## src/hw/rtl/b64_pkg.sv

```systemverilog
package b64_pkg;

  // Operating mode held in the configuration register.
  typedef enum logic {
    ModeEncode = 1'b0,
    ModeDecode = 1'b1
  } mode_e;

  // One input item.
  typedef struct packed {
    logic [7:0] data_byte;
    logic       last;
  } item_t;

  // One result item.
  typedef struct packed {
    logic [7:0] out_value;
    logic       out_last;
    logic       error;
  } result_t;

  // A finished group handed from the front end to the back end.
  typedef struct packed {
    mode_e       mode;
    logic [23:0] bits;       // bytes (encode) or sextets (decode), first one on top
    logic [1:0]  final_idx;  // index of the group's last result
    logic [1:0]  pad_cnt;    // encode only: number of trailing '=' characters
    logic        msg_last;   // group closes the message
    logic        error;      // decode length error request
  } job_t;

  localparam logic [7:0] PadChar   = 8'h3D;  // '='
  localparam logic [7:0] PlusChar  = 8'h2B;  // '+'
  localparam logic [7:0] SlashChar = 8'h2F;  // '/'

  // Standard alphabet: sextet value to character.
  function automatic logic [7:0] alphabet_char(input logic [5:0] v);
    logic [7:0] c;
    if (v < 6'd26) begin
      c = 8'h41 + {2'b00, v};
    end else if (v < 6'd52) begin
      c = 8'h61 + {2'b00, v} - 8'd26;
    end else if (v < 6'd62) begin
      c = 8'h30 + {2'b00, v} - 8'd52;
    end else if (v == 6'd62) begin
      c = PlusChar;
    end else begin
      c = SlashChar;
    end
    return c;
  endfunction

  // Character to sextet value; anything outside the alphabet maps to zero.
  function automatic logic [5:0] sextet_of(input logic [7:0] c);
    logic [7:0] s;
    if (c >= 8'h41 && c <= 8'h5A) begin
      s = c - 8'h41;
    end else if (c >= 8'h61 && c <= 8'h7A) begin
      s = c - 8'h61 + 8'd26;
    end else if (c >= 8'h30 && c <= 8'h39) begin
      s = c - 8'h30 + 8'd52;
    end else if (c == PlusChar) begin
      s = 8'd62;
    end else if (c == SlashChar) begin
      s = 8'd63;
    end else begin
      s = 8'd0;
    end
    return s[5:0];
  endfunction

endpackage

```

## src/hw/rtl/base64_stream_codec.sv

```systemverilog
// Streaming base64 codec with the standard alphabet and '=' padding.
// Input queue side: item_i carries one byte and a last flag; it is taken when
// push is high and full is low. Result side: while empty is low the
// oldest result sits on result_o and is taken when pop is high.
// Configuration: cfg_data_i selects encode (0) or decode (1); it is written
// when cfg_valid_i is high (cfg_ready_o is always high) and clears any
// partial group. Write it only while the block is idle.
// Encoding: each third byte, or a last byte, yields four characters.
// Decoding: each fourth character yields one to three bytes; a last mark in
// the middle of a group yields a single error result.
// The first result of a group passes through the group queue and then the
// back end's job register before it shows. While pop is held high, results
// leave at one per cycle from the back end, so a run of groups sustains one
// input per cycle when decoding, while encoding yields four characters per
// three bytes and so takes fewer; the rate is set by the one-result-per-cycle
// output sequencer. A two-entry group queue sits between the input front end
// and that sequencer, so input keeps flowing while results wait. When pop is
// held low the results stay put, the group queue fills and full rises. Reset
// empties both queues, clears the group and selects encode.
module base64_stream_codec import b64_pkg::*; (
  input  logic    clk_i,
  input  logic    rst_ni,
  input  logic    cfg_valid_i,
  output logic    cfg_ready_o,
  input  logic    cfg_data_i,
  input  logic    push,
  output logic    full,
  input  item_t   item_i,
  input  logic    pop,
  output logic    empty,
  output result_t result_o
);

  logic job_push;
  job_t job_in;
  logic job_pop;
  job_t job_out;
  logic job_empty;
  logic accept;

  // Configuration is always accepted.
  assign cfg_ready_o = 1'b1;
  assign accept      = push && !full;

  b64_front u_front (
    .clk_i       (clk_i),
    .rst_ni      (rst_ni),
    .cfg_valid_i (cfg_valid_i),
    .cfg_data_i  (cfg_data_i),
    .accept_i    (accept),
    .item_i      (item_i),
    .job_push_o  (job_push),
    .job_o       (job_in)
  );

  b64_job_fifo u_fifo (
    .clk_i   (clk_i),
    .rst_ni  (rst_ni),
    .push_i  (job_push),
    .job_i   (job_in),
    .full_o  (full),
    .pop_i   (job_pop),
    .job_o   (job_out),
    .empty_o (job_empty)
  );

  b64_back u_back (
    .clk_i       (clk_i),
    .rst_ni      (rst_ni),
    .job_empty_i (job_empty),
    .job_i       (job_out),
    .job_pop_o   (job_pop),
    .empty_o     (empty),
    .pop_i       (pop),
    .result_o    (result_o)
  );

endmodule

```

## src/hw/rtl/b64_front.sv

```systemverilog
module b64_front import b64_pkg::*; (
  input  logic  clk_i,
  input  logic  rst_ni,
  input  logic  cfg_valid_i,
  input  logic  cfg_data_i,
  input  logic  accept_i,
  input  item_t item_i,
  output logic  job_push_o,
  output job_t  job_o
);

  mode_e       mode_q, mode_d;
  logic [23:0] held_q, held_d;
  logic [1:0]  gc_q, gc_d;
  logic        third_q, third_d;

  logic [1:0]  enc_gc;
  logic [23:0] enc_merged;
  logic        is_pad;
  logic [5:0]  sx;
  logic [23:0] dec_merged;
  logic        third_pad;
  logic [1:0]  drop_cnt;

  // Merge the new byte or sextet into the group being collected.
  always_comb begin
    enc_gc = (gc_q == 2'd3) ? 2'd2 : gc_q;
    case (enc_gc)
      2'd0:    enc_merged = held_q | {item_i.data_byte, 16'h0000};
      2'd1:    enc_merged = held_q | {8'h00, item_i.data_byte, 8'h00};
      default: enc_merged = held_q | {16'h0000, item_i.data_byte};
    endcase

    is_pad = (item_i.data_byte == PadChar);
    sx     = is_pad ? 6'd0 : sextet_of(item_i.data_byte);
    case (gc_q)
      2'd0:    dec_merged = held_q | {sx, 18'h00000};
      2'd1:    dec_merged = held_q | {6'h00, sx, 12'h000};
      2'd2:    dec_merged = held_q | {12'h000, sx, 6'h00};
      default: dec_merged = held_q | {18'h00000, sx};
    endcase
    third_pad = (gc_q == 2'd2) ? is_pad : third_q;
    drop_cnt  = item_i.last ? ({1'b0, is_pad} + {1'b0, third_pad}) : 2'd0;
  end

  // Group state update and job request generation.
  always_comb begin
    mode_d     = mode_q;
    held_d     = held_q;
    gc_d       = gc_q;
    third_d    = third_q;
    job_push_o = 1'b0;
    job_o      = '{mode: mode_q, bits: 24'h000000, final_idx: 2'd0, pad_cnt: 2'd0,
                   msg_last: 1'b0, error: 1'b0};

    if (cfg_valid_i) begin
      mode_d  = mode_e'(cfg_data_i);
      held_d  = '0;
      gc_d    = '0;
      third_d = 1'b0;
    end else if (accept_i) begin
      if (mode_q == ModeEncode) begin
        if (enc_gc == 2'd2 || item_i.last) begin
          // Full group, or a partial group closed with padding.
          job_push_o       = 1'b1;
          job_o.bits       = enc_merged;
          job_o.final_idx  = 2'd3;
          job_o.pad_cnt    = (enc_gc == 2'd2) ? 2'd0 : ((enc_gc == 2'd0) ? 2'd2 : 2'd1);
          job_o.msg_last   = item_i.last;
          held_d           = '0;
          gc_d             = '0;
          third_d          = 1'b0;
        end else begin
          held_d = enc_merged;
          gc_d   = enc_gc + 2'd1;
        end
      end else begin
        if (gc_q == 2'd3) begin
          // Fourth character: up to three bytes, fewer on a padded final group.
          job_push_o      = 1'b1;
          job_o.bits      = dec_merged;
          job_o.final_idx = 2'd2 - drop_cnt;
          job_o.msg_last  = item_i.last;
          held_d          = '0;
          gc_d            = '0;
          third_d         = 1'b0;
        end else if (item_i.last) begin
          // Message length not a multiple of four.
          job_push_o     = 1'b1;
          job_o.msg_last = 1'b1;
          job_o.error    = 1'b1;
          held_d         = '0;
          gc_d           = '0;
          third_d        = 1'b0;
        end else begin
          held_d  = dec_merged;
          gc_d    = gc_q + 2'd1;
          third_d = third_pad;
        end
      end
    end
  end

  // Control and group registers.
  always_ff @(posedge clk_i or negedge rst_ni) begin
    if (!rst_ni) begin
      mode_q  <= ModeEncode;
      held_q  <= '0;
      gc_q    <= '0;
      third_q <= 1'b0;
    end else begin
      mode_q  <= mode_d;
      held_q  <= held_d;
      gc_q    <= gc_d;
      third_q <= third_d;
    end
  end

endmodule

```

## src/hw/rtl/b64_job_fifo.sv

```systemverilog
module b64_job_fifo import b64_pkg::*; (
  input  logic clk_i,
  input  logic rst_ni,
  input  logic push_i,
  input  job_t job_i,
  output logic full_o,
  input  logic pop_i,
  output job_t job_o,
  output logic empty_o
);

  job_t       mem_q [2];
  logic       wr_ptr_q, wr_ptr_d;
  logic       rd_ptr_q, rd_ptr_d;
  logic [1:0] cnt_q, cnt_d;
  logic       do_push, do_pop;

  // Occupancy and pointer tracking.
  always_comb begin
    full_o   = (cnt_q == 2'd2);
    empty_o  = (cnt_q == 2'd0);
    do_push  = push_i && !full_o;
    do_pop   = pop_i && !empty_o;
    wr_ptr_d = do_push ? ~wr_ptr_q : wr_ptr_q;
    rd_ptr_d = do_pop ? ~rd_ptr_q : rd_ptr_q;
    cnt_d    = cnt_q + {1'b0, do_push} - {1'b0, do_pop};
    job_o    = mem_q[rd_ptr_q];
  end

  always_ff @(posedge clk_i or negedge rst_ni) begin
    if (!rst_ni) begin
      wr_ptr_q <= 1'b0;
      rd_ptr_q <= 1'b0;
      cnt_q    <= '0;
    end else begin
      wr_ptr_q <= wr_ptr_d;
      rd_ptr_q <= rd_ptr_d;
      cnt_q    <= cnt_d;
    end
  end

  // Entry storage.
  always_ff @(posedge clk_i) begin
    if (do_push) begin
      mem_q[wr_ptr_q] <= job_i;
    end
  end

endmodule

```

## src/hw/rtl/b64_back.sv

```systemverilog
module b64_back import b64_pkg::*; (
  input  logic    clk_i,
  input  logic    rst_ni,
  input  logic    job_empty_i,
  input  job_t    job_i,
  output logic    job_pop_o,
  output logic    empty_o,
  input  logic    pop_i,
  output result_t result_o
);

  job_t       job_q, job_d;
  logic       valid_q, valid_d;
  logic [1:0] k_q, k_d;
  logic       take;
  logic       at_final;
  logic [5:0] sextet;
  logic [7:0] byte_val;
  logic [2:0] enc_pos;

  // Result sequencing: one result per pop, next job loaded on the final one or when none is held.
  always_comb begin
    take      = pop_i && valid_q;
    at_final  = (k_q == job_q.final_idx);
    job_pop_o = !job_empty_i && (!valid_q || (take && at_final));
    job_d     = job_q;
    valid_d   = valid_q;
    k_d       = k_q;
    if (job_pop_o) begin
      job_d   = job_i;
      valid_d = 1'b1;
      k_d     = '0;
    end else if (take) begin
      if (at_final) begin
        valid_d = 1'b0;
      end else begin
        k_d = k_q + 2'd1;
      end
    end
  end

  always_ff @(posedge clk_i or negedge rst_ni) begin
    if (!rst_ni) begin
      valid_q <= 1'b0;
      k_q     <= '0;
    end else begin
      valid_q <= valid_d;
      k_q     <= k_d;
    end
  end

  always_ff @(posedge clk_i) begin
    job_q <= job_d;
  end

  // Select the sextet or byte for the current result.
  always_comb begin
    case (k_q)
      2'd0:    sextet = job_q.bits[23:18];
      2'd1:    sextet = job_q.bits[17:12];
      2'd2:    sextet = job_q.bits[11:6];
      default: sextet = job_q.bits[5:0];
    endcase
    case (k_q)
      2'd0:    byte_val = job_q.bits[23:16];
      2'd1:    byte_val = job_q.bits[15:8];
      default: byte_val = job_q.bits[7:0];
    endcase
    enc_pos = {1'b0, k_q} + {1'b0, job_q.pad_cnt};
  end

  // Result formatting.
  always_comb begin
    empty_o = !valid_q;
    if (job_q.mode == ModeEncode) begin
      result_o.out_value = enc_pos[2] ? PadChar : alphabet_char(sextet);
    end else begin
      result_o.out_value = job_q.error ? 8'h00 : byte_val;
    end
    result_o.out_last = at_final && job_q.msg_last;
    result_o.error    = job_q.error;
  end

endmodule

```

## config.mk

```make
export PLATFORM = sky130hd
export DESIGN_NAME = base64_stream_codec
export DESIGN_NICKNAME = d
export VERILOG_FILES = /design/src/hw/rtl/b64_pkg.sv /design/src/hw/rtl/base64_stream_codec.sv /design/src/hw/rtl/b64_front.sv /design/src/hw/rtl/b64_job_fifo.sv /design/src/hw/rtl/b64_back.sv
export SDC_FILE = /design/constraint.sdc
export NUM_CORES = 1
export LEC_CHECK = 0
export BUFFER_PORTS_ARGS = -buffer_cell sky130_fd_sc_hd__buf_2
export CAP_MARGIN = 10
export CORE_MARGIN = 2
export CORE_UTILIZATION = 29
export DETAILED_ROUTE_END_ITERATION = 12
export PLACE_DENSITY_LB_ADDON = 0.05
export SLEW_MARGIN = 20
export SYNTH_ARGS = -nofsm -noshare
export SYNTH_HDL_FRONTEND = slang
export SYNTH_SLANG_ARGS = --single-unit
```

## constraint.sdc

```tcl
create_clock -name clk_i -period 4.7 [get_ports clk_i]
set_input_delay 0.94 -clock clk_i [delete_from_list [all_inputs] [get_ports clk_i]]
set_output_delay 0.94 -clock clk_i [all_outputs]
set_load 0.005 [all_outputs]
```

### Word level (Yosys, flattened, before mapping)

Memories as Yosys holds them, arrays and structs flattened. A register that Yosys moved wholly into a read port is not among the register bits.
Cells that the tools add are included.

| operators by class | value |
|---|---|
| order comparisons | 9 |
| muxes and demuxes | 65 |
| add/subtract/negate cells | 18 |
| reductions and logical operators | 26 |
| bitwise logic cells | 9 |
| equal/unequal tests | 14 |

Operators with widths:

| cell | number |
|---|---|
| $mux 24 | 6 |
| $pmux 24 s3 | 1 |
| $mux 30 | 2 |
| $mux 26 | 2 |
| $mux 8 | 6 |
| $or 24x24->24 | 2 |
| $pmux 24 s2 | 1 |
| $mux 6 | 6 |
| $mux 2 | 15 |
| $mux 29 | 1 |
| $eq 8x6->1 const B | 3 |
| $or 24x12->24 | 1 |
| $or 24x16->24 | 1 |
| $or 24x18->24 | 1 |
| $or 24x6->24 | 1 |
| $or 24x8->24 | 1 |
| $mux 1 | 22 |
| $pmux 6 s3 | 1 |
| $add 7x6->8 const A | 2 |
| $ge 8x7->1 const B | 2 |
| $le 8x7->1 const B | 2 |
| $pmux 8 s2 | 1 |
| $lt 6x6->1 const B | 2 |
| $sub 6x6->6 const B | 2 |
| other kinds (29) | 57 |

| word-level totals | value |
|---|---|
| bits in writable memories | 62 |
| bits of input ports | 15 |
| word-level logic and storage cells | 151 |
| flip-flop bits (word level) | 35 |
| memories | 1 |
| output and inout port bits | 13 |

Memory list:

| memory | words | width | rd ports | clocked after Yosys merged registers in | write ports | RTL line | source |
|---|---|---|---|---|---|---|---|
| u_fifo.mem_q | 2 | 31 | 1 | 1 | 1 | b64_job_fifo.sv:12 | `job_t mem_q [2];` |

### Longest topological paths before layout

Gate-level depths: netlist of run 1.

| logic depth | value |
|---|---|
| depth after elaboration | 14 |
| mapped depth | 12 |
| depth with buffers taken out | 12 |

### Cells and area by module

From an unflattened synthesis of run 1, not the netlist that was laid out.

| unflattened totals | value |
|---|---|
| cells, all modules | 650 |
| area, all modules | 7,332.0 sq um |

By module, submodules not included:

| module | area an instance (sq um) | instances | cells each | seq. area each (sq um) |
|---|---|---|---|---|
| b64_front | 2,722.6 | 1 | 348 | 700.7 |
| b64_job_fifo | 2,591.2 | 1 | 115 | 1,961.9 |
| b64_back | 1,993.2 | 1 | 184 | 1,006.0 |
| base64_stream_codec | 25.0 | 1 | 3 | 0.0 |

### Worst setup path after synthesis of run 1

No wires, ideal clock.

| path | value |
|---|---|
| path kind | input port to flip-flop |
| start point | input item_i[0] in the netlist's numbering |
| end point | memory u_fifo.mem_q[0][0] in the netlist's numbering, enable pin |
| setup slack | 0.272 ns |
| stages | 6 |
| required time | 4.242 ns |
| buffers on the path | 3 |
| setup time | 0.458 ns |
| arrival | 3.971 ns |
| path through | clkbuf_1 or3_1 buf_2 buf_2 nand2_1 nor3_1 |

| between the ends | value |
|---|---|
| cells in the longest elaborated chain, start to end | 8 |
| elaborated cells on any way between the ends | 10 |
| those cells by class | mux (8); reduce/logical (2) |

Ends and longest elaborated chain:

| what | RTL line | source |
|---|---|---|
| from (decl) | base64_stream_codec.sv:28 | `input item_t item_i,` |
| $mux 1 or $logic_or 1x1->1 (tied branches) | b64_front.sv:87, b64_front.sv:63 |  |
| $mux 1, on equally long branches | b64_front.sv:78, b64_front.sv:63 |  |
| $mux 1 * | b64_front.sv:62 | `if (mode_q == ModeEncode) begin` |
| $mux 1 * | b64_front.sv:61 | `end else if (accept_i) begin` |
| $mux 1 * | b64_front.sv:56 | `if (cfg_valid_i) begin` |
| $logic_and 1x1->1 * | b64_job_fifo.sv:22 | `do_push = push_i && !full_o;` |
| $mux 1 * | b64_job_fifo.sv:44 | `if (do_push) begin` |
| $mux 1 (not written as such) * | b64_job_fifo.sv:45 | `mem_q[wr_ptr_q] <= job_i;` |
| to (decl) | b64_job_fifo.sv:12 |  |

Every way passes the cells marked *; elsewhere a longest branch is shown, timed or not.

==> flow_metrics.py, run 1 <==
metrics = {
    "floorplanning": {
        "fp.dieArea_um2": 27000,
        "initial_core_util_pct": 29.5,
        "ioPinCount": 28,
        "rows": 58,
        "die_h_um": 164,
        "fp.dieW_um": 164,
        "core_area_um2": 25200,
    },
    "drt": {
        "routedWlPerCell_um": 21.9,
        "firstDrtPassIters": 8,
        "vias": 5844,
        "routed_wl_um": 23800,
        "drcViolationCount": 0,
        "drtIter0Drc": 497,
        "drtAntennaViolNets": 0,
        "viasPerCell": 5.39,
    },
    "global_routing": {
        "grt_pass1_wl_um": 36200,
        "track_usage_pct": 18.2,
        "grt_overflow": 0,
        "antenna_found_initial": 0,
        "grt_max_degree": 38,
        "grt_pass1_vias": 5861,
    },
    "final_layout": {
        "diodes": 0,
        "fin_util_pct": 34.2,
        "final_common_cell": "edfxtp_1",
        "fillers": 2548,
        "layout_common_cells": "93 x edfxtp_1, 72 x nor2_1, 68 x a21oi_1, 51 x nand2_1, 33 x dfrtp_1",
        "area_delta_synth_final_pct": 15.7,
        "drive_gt1_share_pct": 17.7,
        "nNetsFinal": 791,
        "fin_cells": 1085,
    },
    "power": {
        "swShare_pct": 39.0,
        "max-vdd-ir-drop_uv": 232,
        "powerDensity_nw_per_um2": 629,
        "seqPwrFrac_pct": 31.2,
        "power_uw": 5420,
        "power.internal_uw": 3300,
        "p_comb_share_pct": 43.0,
        "leakage_uw": 0.00320,
        "power.switching_uw": 2110,
        "power.share.clock_pct": 25.8,
    },
    "critical_path": {
        "max_stage_delay_ns": 0.55,
        "cp-startpoint": "u_back.k_q[0]",
        "required_ns": 3.76,
        "crit_chain": "inv_1 > ha_1 > a222oi_1 > mux2i_2 > ha_1 > and3_1 > a221o_2 > buf_4 > nor3b_2 > nor2_1 > a21oi_1 > buf_2",
        "r2r_start": "u_front.gc_q[0]",
        "crit_family": "compound AO/OA/AOI/OAI gates",
        "r2r_setup_slack_ns": 1.88,
        "endpoint_kind": "output port",
        "critPathCapture": "result_o[7]",
        "crit_slowest_cell": "a222oi_1",
        "crit_fanout": 12,
        "cp.depth": 12,
        "crit_top_cell": "ha_1",
        "cp_num_buf_inv": 3,
        "critPathArrivalTime_ns": 3.60,
        "worstSetupStartpointType": "register",
        "r2r_end": "u_fifo.mem_q[1][6]",
        "ff2ff_path_depth": 6,
        "critPathKind": "register to output port",
    },
    "synthesis": {
        "ys_seq_area_share_pct": 49.3,
        "synth-seq-cells": 128,
        "synth_area_per_cell_um2": 10.4,
        "synth-simple-area-share_pct": 13.9,
        "synth_edf_count": 93,
        "synth_cells": 718,
        "synth_fa_ha_area_share_pct": 5.38,
        "synth_top_family_by_area": "compound AO/OA/AOI/OAI gates",
        "synth_ff_type": "edfxtp_1",
        "syn-cell-area_um2": 7440,
        "synthMuxAreaShare_pct": 5.52,
        "ys_types": 72,
        "ys_warn_count": 0,
        "syn_nets": 765,
        "synthArstFlopShare_pct": 27.3,
        "synth_xor_area_share_pct": 2.12,
        "synth_compound_area_share_pct": 19.6,
    },
    "placed_design": {
        "gp_congestion": 0.864,
        "detailedPlace.worstSlack_ns": 0.336,
        "io_buffers": 26,
        "dp_cells": 1048,
        "hpwl_um": 16900,
    },
    "timing": {
        "fin_ws_ns": 0.156,
        "layout_worst_path_cycle_share_pct": 96.7,
        "slew_headroom_pct": 33.8,
        "layout_min_cycle_time_ns": 4.54,
        "drv_slew": 0,
        "hold_viol": 0,
        "fin_skew_ns": 0.0148,
        "setup_tns_ns": 0,
        "finalSetupViolations": 0,
        "fmax_ghz": 0.220,
        "rsz0062_at_grt": "no",
        "worst_pin_slew_ns": 0.993,
    },
    "cts": {
        "postCtsHoldBufs": 0,
        "clockBufferDepth": 2,
        "cts_tree": "done",
        "cts_num_sinks": 128,
        "clkTransAtPathRegs_ns": 0.07,
        "cts_buffers": 17,
        "cts_root_buf": "clkbuf_16",
        "clk_latency_ns": 0.42,
        "htree_levels": 4,
    },
    "min_path": {
        "hold_class": "register to register",
    },
    "outcome": {
        "status": "completed",
    },
    "flow_run": {
        "max_cap_violations": 0,
    },
}
==> stage by stage <==
stage | cell area [um^2] | hold slack (ns)
CTS | 8550 | 0.519
global route | 8610 | 0.549
floorplan | 7440 | 0.440
global placement | 7930 | 0.498
finish | 8610 | 0.515
detailed placement | 7930 | 0.508
==> sequential cells by signal, indices dropped and copies added, names as in the netlist <==
signal,cells
u_fifo.wr_ptr_q,1
u_front.mode_q,1
u_fifo.mem_q,62
u_fifo.rd_ptr_q,1
u_back.valid_q,1
u_front.gc_q,2
u_front.third_q,1
u_back.result_o,1
u_back.k_q,2
u_front.held_q,24
u_fifo.cnt_q,2
u_back.job_q,30
==> what timing repair did <==
item,in CTS,in global routing
endpoints found under the hold margin,0,0
pin swaps,1,4
gates resized for setup,2,3
setup endpoints to repair,8,8
buffers inserted,0,7
==> power by group through the flow <==
stage | registers (uW) | logic [uW] | clock network [uW]
2_1_floorplan | 1580 | 1590 | 0
3_3_place_gp | 1720 | 2260 | 0
3_5_place_dp | 1720 | 2230 | 0
4_1_cts | 1700 | 2260 | 1430
5_1_grt | 1720 | 2560 | 1480
6_report | 1690 | 2330 | 1400
==> layer usage <==
metal  up-vias  track usage (%)  share of wire [%]
met5         -                0                  0
met4         0             5.74                1.7
met3        22             2.98                3.2
met2       140             31.4                 50
met1      2942             23.3                 45
li1       2740                -                  -
==> worst min-delay path by stage <==
| stage | startpoint | endpoint | slack (ns) | cells past startpoint |
|---|---|---|---|---|
| 2_1_floorplan | u_front.mode_q | u_fifo.mem_q[0][30] | 0.44 | 0 |
| 3_3_place_gp | u_fifo.wr_ptr_q | u_fifo.wr_ptr_q | 0.50 | 1 |
| 3_5_place_dp | u_fifo.wr_ptr_q | u_fifo.wr_ptr_q | 0.51 | 1 |
| 4_1_cts | u_fifo.wr_ptr_q | u_fifo.wr_ptr_q | 0.52 | 1 |
| 5_1_grt | u_fifo.mem_q[1][11] | u_back.job_q[11] | 0.55 | 1 |
| 6_report | u_fifo.wr_ptr_q | u_fifo.wr_ptr_q | 0.51 | 1 |
==> cell usage after synthesis, drive strengths merged, types with 3 or more instances <==
master / count / area share (%)
a2111oi: 3 / 0.44
a211o: 3 / 0.35
a211oi: 16 / 1.7
a21o: 5 / 0.50
a21oi: 69 / 4.6
a221oi: 3 / 0.52
a222oi: 3 / 0.40
a22o: 10 / 1.2
a22oi: 8 / 0.81
a31oi: 22 / 1.8
a32oi: 4 / 0.67
and2: 4 / 0.34
and3: 7 / 0.59
buf: 20 / 1.4
clkbuf: 22 / 1.1
dfrtp: 35 / 12
edfxtp: 93 / 38
ha: 32 / 5.4
inv: 31 / 1.6
mux2: 32 / 4.8
mux2i: 5 / 0.67
nand2: 51 / 2.6
nand2b: 12 / 1.0
nand3: 16 / 1.1
nand4: 9 / 0.76
nor2: 73 / 3.7
nor2b: 8 / 0.67
nor3: 14 / 1.1
nor3b: 3 / 0.37
nor4: 3 / 0.25
o21a: 3 / 0.30
o21ai: 26 / 1.7
o21bai: 5 / 0.50
o221ai: 5 / 0.59
o22ai: 7 / 0.59
o2bb2ai: 3 / 0.35
o31ai: 3 / 0.30
o32ai: 3 / 0.35
or3: 4 / 0.34
xnor2: 13 / 1.5
xor2: 5 / 0.59
==> cells by family after synthesis <==
group	after synthesis
multiplexers	37
XOR/XNOR	18
other	1
flip-flops	128
buffers and inverters	74
adder cells (fa/ha/maj)	32
AND/OR/NAND/NOR	213
AO/OA/AOI/OAI	215
==> area by class of cell <==
type                            count  area [um^2]  share of cell area [%]
Sequential cell                   128         3670                    42.7
Multi-Input combinational cell    516         3490                    40.5
Clock buffer                       17          425                    4.94
Tap cell                          330          413                    4.80
Timing Repair Buffer               49          303                    3.52
Clock inverter                     13          188                    2.18
Inverter                           32          120                    1.40
==> worst reg2reg max path, cell delays in order, from the launching register on <==
cell and delay [ns]:
dfrtp_1 0.44, inv_1 0.11, ha_1 0.47, nor2_1 0.82, a22o_1 0.28, nor2_1 0.05
a211oi_1 0.40
No activity file was read; power rests on OpenSTA's default activity.
==> inputs of run 2 (changes only) <==
==> constraint.sdc (replaced) <==
create_clock -name clk_i -period 5.5 [get_ports clk_i]
set_input_delay 1.1 -clock clk_i [delete_from_list [all_inputs] [get_ports clk_i]]
set_output_delay 1.1 -clock clk_i [all_outputs]
set_load 0.005 [all_outputs]
==> flow_metrics.py, run 2 (synthesis gave the netlist of run 1 again) <==
metrics = {
    "cts": {
        "clkTransAtPathRegs_ns": 0.06,
        "postCtsHoldBufs": 0,
        "cts_num_sinks": 128,
        "clk_latency_ns": 0.42,
        "cts_buffers": 17,
        "clockBufferDepth": 2,
        "cts_tree": "done",
        "cts_root_buf": "clkbuf_16",
        "htree_levels": 4,
    },
    "min_path": {
        "min_delay_worst_endpoint": "u_fifo.wr_ptr_q",
        "hold_class": "register to register",
        "hp-start": "u_fifo.wr_ptr_q",
        "min_path_cells": 1,
    },
    "critical_path": {
        "crit_slowest_cell": "ha_1",
        "crit_chain": "ha_1 > a21oi_1 > a32oi_2 > inv_1 > ha_1 > nor2b_1 > nand2_1 > or4_1 > a41oi_1 > o22ai_1 > buf_2",
        "crit_top_cell": "ha_1",
        "crit_fanout": 15,
        "ff2ff_path_depth": 4,
        "crit_family": "compound AO/OA/AOI/OAI gates",
        "worstSetupStartpointType": "register",
        "critPathArrivalTime_ns": 4.00,
        "critPathKind": "register to output port",
        "r2r_end": "u_fifo.mem_q[1][18]",
        "required_ns": 4.40,
        "r2r_setup_slack_ns": 2.73,
        "r2r_start": "u_front.gc_q[0]",
        "cp_num_buf_inv": 2,
        "max_stage_delay_ns": 0.62,
        "endpoint_kind": "output port",
    },
    "global_routing": {
        "met1_usage_pct": 22.5,
        "antenna_found_initial": 0,
        "grt_pass1_vias": 5779,
        "top_usage_layer": "met2",
        "grt_pass1_wl_um": 35200,
        "grt_use_met3_pct": 3.08,
        "grt.met2_usage_pct": 29.6,
        "grt_overflow": 0,
        "grt_max_degree": 38,
        "track_usage_pct": 17.6,
    },
    "final_layout": {
        "drive_gt1_share_pct": 16.2,
        "largest_reg_flops": 62,
        "layout_common_cells": "93 x edfxtp_1, 72 x nor2_1, 68 x a21oi_1, 51 x nand2_1, 35 x dfrtp_1",
        "fin_cells": 1076,
        "area_delta_synth_final_pct": 14.1,
        "nNetsFinal": 780,
        "final_common_cell": "edfxtp_1",
        "diodes": 0,
        "reg_top3": "u_fifo.mem_q (62), u_back.job_q (30), u_front.held_q (24)",
        "regMostFlops": "u_fifo.mem_q",
    },
    "placed_design": {
        "io_buffers": 26,
        "gp_congestion": 0.843,
        "hpwl_um": 16100,
        "dp_cells": 1041,
    },
    "timing": {
        "fmax_ghz": 0.196,
        "layout_worst_path_cycle_share_pct": 92.7,
        "finalSetupViolations": 0,
        "hold_viol": 0,
        "fin_skew_ns": 0.0116,
        "slew_headroom_pct": 34.1,
        "layout_min_cycle_time_ns": 5.10,
        "worst_pin_slew_ns": 0.989,
        "rsz0062_at_grt": "no",
        "setup_tns_ns": 0,
        "drv_slew": 0,
    },
    "drt": {
        "drtIter0Drc": 415,
        "routedWlPerCell_um": 21.1,
        "drtAntennaViolNets": 0,
        "drcViolationCount": 0,
        "firstDrtPassIters": 5,
        "vias": 5723,
        "viasPerCell": 5.32,
        "routed_wl_um": 22700,
    },
    "power": {
        "max-vdd-ir-drop_uv": 161,
        "leakage_uw": 0.00314,
        "powerDensity_nw_per_um2": 521,
    },
    "outcome": {
        "status": "completed",
    },
    "floorplanning": {
        "fp.dieW_um": 164,
        "die_h_um": 164,
        "fp.dieArea_um2": 27000,
        "core_area_um2": 25200,
        "ioPinCount": 28,
        "rows": 58,
        "initial_core_util_pct": 29.5,
    },
    "flow_run": {
        "max_cap_violations": 0,
    },
}
run 2: changes by cell type in the layout (fill, tap and decap cells not counted), moves of 2 or more:
cell       delta
buf_4        -11
inv_6         +4
bufinv_16     -2
dfrtp_1       +2
dfrtp_2       -2
ha_1          +2
ha_2          -2
run 2: worst max path at each step:
stage                  start                 end  cells past startpoint
5_1_grt        u_back.k_q[0]         result_o[4]                     11
2_1_floorplan      item_i[0]  u_fifo.mem_q[0][0]                      6
6_report       u_back.k_q[0]         result_o[4]                     11
4_1_cts        u_back.k_q[0]         result_o[6]                     11
3_5_place_dp   u_back.k_q[0]         result_o[6]                     11
3_3_place_gp   u_back.k_q[0]         result_o[6]                     11
run 2: area by class of cell:
class | instances | area, um^2
sequential | 128 | 3670
timing repair buffer | 38 | 220
multi-input combinational | 516 | 3480
inverter | 32 | 120
fill | 2536 | 16700
clock buffer | 17 | 425
tap | 330 | 413
clock inverter | 15 | 158
run 2: layer usage:
metal,part of all wire [%],vias to the layer above
li1,-,2718
met2,49,150
met5,0,-
met4,2.1,0
met3,3.1,38
met1,46,2817
run 2: power breakdown:
part | total (uW) | switching (uW) | internal [uW]
Clock | 1120 | 448 | 672
Sequential | 1390 | 128 | 1260
Combinational | 1920 | 1190 | 723
run 2: worst register-to-register path: stages (launching register included):
cell	delay [ns]
dfrtp_1	0.45
ha_1	0.18
buf_4	0.29
or3b_1	0.59
and3_2	0.85
run 2: repair_timing:
action,in CTS,in global routing
setup endpoints to repair,0,8
buffers inserted,0,3
gates resized for setup,0,2
run 2: stage by stage:
step | utilization, % | setup slack (ns) | cell area [um^2] | hold WS, ns | power [uW]
after floorplan | - | 0.912 | 7440 | 0.440 | 2710
after global routing | 33.7 | 0.115 | 8490 | 0.554 | 4710
final | 33.7 | 0.403 | 8490 | 0.532 | 4430
after global placement | 31.3 | 0.822 | 7880 | 0.510 | 3340
after CTS | 33.6 | 0.213 | 8460 | 0.540 | 4440
after detailed placement | 31.3 | 0.678 | 7880 | 0.526 | 3300
==> inputs of run 3 (changes only) <==
--- a/config.mk
+++ b/config.mk
@@ -5,11 +5,11 @@
 export SDC_FILE = /design/constraint.sdc
 export NUM_CORES = 1
 export LEC_CHECK = 0
-export BUFFER_PORTS_ARGS = -buffer_cell sky130_fd_sc_hd__buf_2
 export CAP_MARGIN = 10
 export CORE_MARGIN = 2
 export CORE_UTILIZATION = 29
 export DETAILED_ROUTE_END_ITERATION = 12
+export DONT_BUFFER_PORTS = 1
 export PLACE_DENSITY_LB_ADDON = 0.05
 export SLEW_MARGIN = 20
 export SYNTH_ARGS = -nofsm -noshare
==> constraint.sdc (replaced) <==
create_clock -name clk_i -period 5.99 [get_ports clk_i]
set_input_delay 1.198 -clock clk_i [delete_from_list [all_inputs] [get_ports clk_i]]
set_output_delay 1.198 -clock clk_i [all_outputs]
set_load 0.005 [all_outputs]
==> flow_metrics.py, run 3 (synthesis gave the netlist of run 1 again) <==
metrics = {
    "outcome": {
        "status": "completed",
    },
    "placed_design": {
        "io_buffers": 0,
        "place_area_um2": 7720,
        "hpwl_um": 16000,
        "gp_congestion": 0.847,
    },
    "global_routing": {
        "grt_pass1_wl_um": 34900,
        "track_usage_pct": 17.4,
        "grt_max_degree": 38,
        "grt_pass1_vias": 5665,
        "antenna_found_initial": 0,
        "grt_overflow": 0,
    },
    "critical_path": {
        "crit_family": "compound AO/OA/AOI/OAI gates",
        "critPathKind": "register to output port",
        "cp_num_buf_inv": 1,
        "crit_chain": "inv_1 > ha_1 > a222oi_1 > mux2i_1 > ha_1 > and3_1 > a221o_1 > nand2_1 > nand2b_1 > a221oi_2",
        "r2r_setup_slack_ns": 2.12,
        "required_ns": 4.79,
        "crit_fanout": 14,
        "crit_top_cell": "ha_1",
        "critPathArrivalTime_ns": 4.06,
        "crit_slowest_cell": "a222oi_1",
        "worstSetupStartpointType": "register",
        "max_stage_delay_ns": 0.68,
        "endpoint_kind": "output port",
    },
    "timing": {
        "holdWs_ns": 0.469,
        "layout_min_cycle_time_ns": 5.25,
        "worst_pin_slew_ns": 1.02,
        "finalSetupViolations": 0,
        "slew_headroom_pct": 31.9,
        "hold_viol": 0,
        "fmax_ghz": 0.190,
        "setup_tns_ns": 0,
        "drv_slew": 0,
        "layout_worst_path_cycle_share_pct": 87.7,
        "rsz0062_at_grt": "no",
        "fin_skew_ns": 0.0144,
    },
    "cts": {
        "htree_levels": 4,
        "cts_buffers": 17,
        "clk_latency_ns": 0.42,
        "cts_num_sinks": 128,
        "ctsResizeCount": 0,
        "clockBufferDepth": 2,
        "postCtsHoldBufs": 0,
        "cts_tree": "done",
        "clkTransAtPathRegs_ns": 0.07,
        "post-cts-setup-buffers": 0,
        "cts_root_buf": "clkbuf_16",
    },
    "min_path": {
        "hold_class": "input port to async pin",
    },
    "final_layout": {
        "reg_top3": "u_fifo.mem_q (62), u_back.job_q (30), u_front.held_q (24)",
        "fillers": 2572,
        "drive_gt1_share_pct": 12.5,
        "final_common_cell": "edfxtp_1",
        "seqCellArea_um2": 3670,
        "area_delta_synth_final_pct": 11.5,
        "regMostFlops": "u_fifo.mem_q",
        "nNetsFinal": 748,
        "diodes": 0,
        "multi_input_area_um2": 3480,
        "fin_util_pct": 32.9,
        "postLayoutCellArea_um2": 8290,
        "largest_reg_flops": 62,
        "layout_common_cells": "93 x edfxtp_1, 72 x nor2_1, 68 x a21oi_1, 51 x nand2_1, 34 x dfrtp_1",
    },
    "floorplanning": {
        "die_h_um": 164,
        "initial_core_util_pct": 29.5,
        "fp.dieArea_um2": 27000,
        "fp.dieW_um": 164,
        "core_area_um2": 25200,
        "rows": 58,
        "ioPinCount": 28,
    },
    "power": {
        "powerDensity_nw_per_um2": 471,
        "power.share.clock_pct": 25.5,
        "power.internal_uw": 2300,
        "swShare_pct": 41.2,
        "leakage_uw": 0.00300,
        "power.switching_uw": 1610,
        "max-vdd-ir-drop_uv": 176,
        "seqPwrFrac_pct": 33.7,
        "p_comb_share_pct": 40.8,
    },
    "drt": {
        "drtIter0Drc": 604,
        "drcViolationCount": 0,
        "vias": 5642,
        "viasPerCell": 5.40,
        "firstDrtPassIters": 5,
        "routed_wl_um": 22500,
        "routedWlPerCell_um": 21.5,
        "drtAntennaViolNets": 0,
    },
    "flow_run": {
        "max_cap_violations": 0,
    },
}
==> run 3: final timing paths <==
kind                                  from                   to  cells after the start
min reg2reg                u_fifo.wr_ptr_q      u_fifo.wr_ptr_q                      1
min in group clk_i         u_fifo.wr_ptr_q      u_fifo.wr_ptr_q                      1
max reg2reg                u_front.gc_q[1]  u_fifo.mem_q[0][17]                      6
min                                 rst_ni    u_front.held_q[2]                      0
max                          u_back.k_q[0]          result_o[6]                     10
max in group asynchronous           rst_ni   u_front.held_q[22]                      0
==> run 3: area by class of cell <==
type	instances	share of cell area, %
Clock inverter	15	1.73
Sequential cell	128	44.2
Inverter	32	1.45
Timing Repair Buffer	6	0.543
Clock buffer	17	5.13
Tap cell	330	4.98
Multi-Input combinational cell	516	41.9
==> run 3: power groups by stage <==
stage	clock network, uW	registers [uW]	logic [uW]
floorplan	0	1240	1250
global placement	0	1340	1610
detailed placement	0	1340	1590
CTS	1030	1320	1600
global route	1060	1340	1770
finish	999	1320	1600
==> run 3: stage by stage <==
step | std cells | setup WS, ns | power (uW)
2_1_floorplan | 718 | 1.30 | 2490
3_3_place_gp | 1012 | 1.33 | 2950
3_5_place_dp | 1012 | 1.21 | 2930
4_1_cts | 1044 | 0.721 | 3950
5_1_grt | 1044 | 0.346 | 4180
6_report | 1044 | 0.735 | 3910
==> run 3: routing by layer <==
layer / vias up / routed length, um / global-route usage, %
met5: - / 0 / 0
met4: 0 / 629 / 6.46
met3: 29 / 1030 / 3.61
met2: 187 / 10600 / 28.2
met1: 2765 / 10200 / 22.9
li1: 2661 / - / -
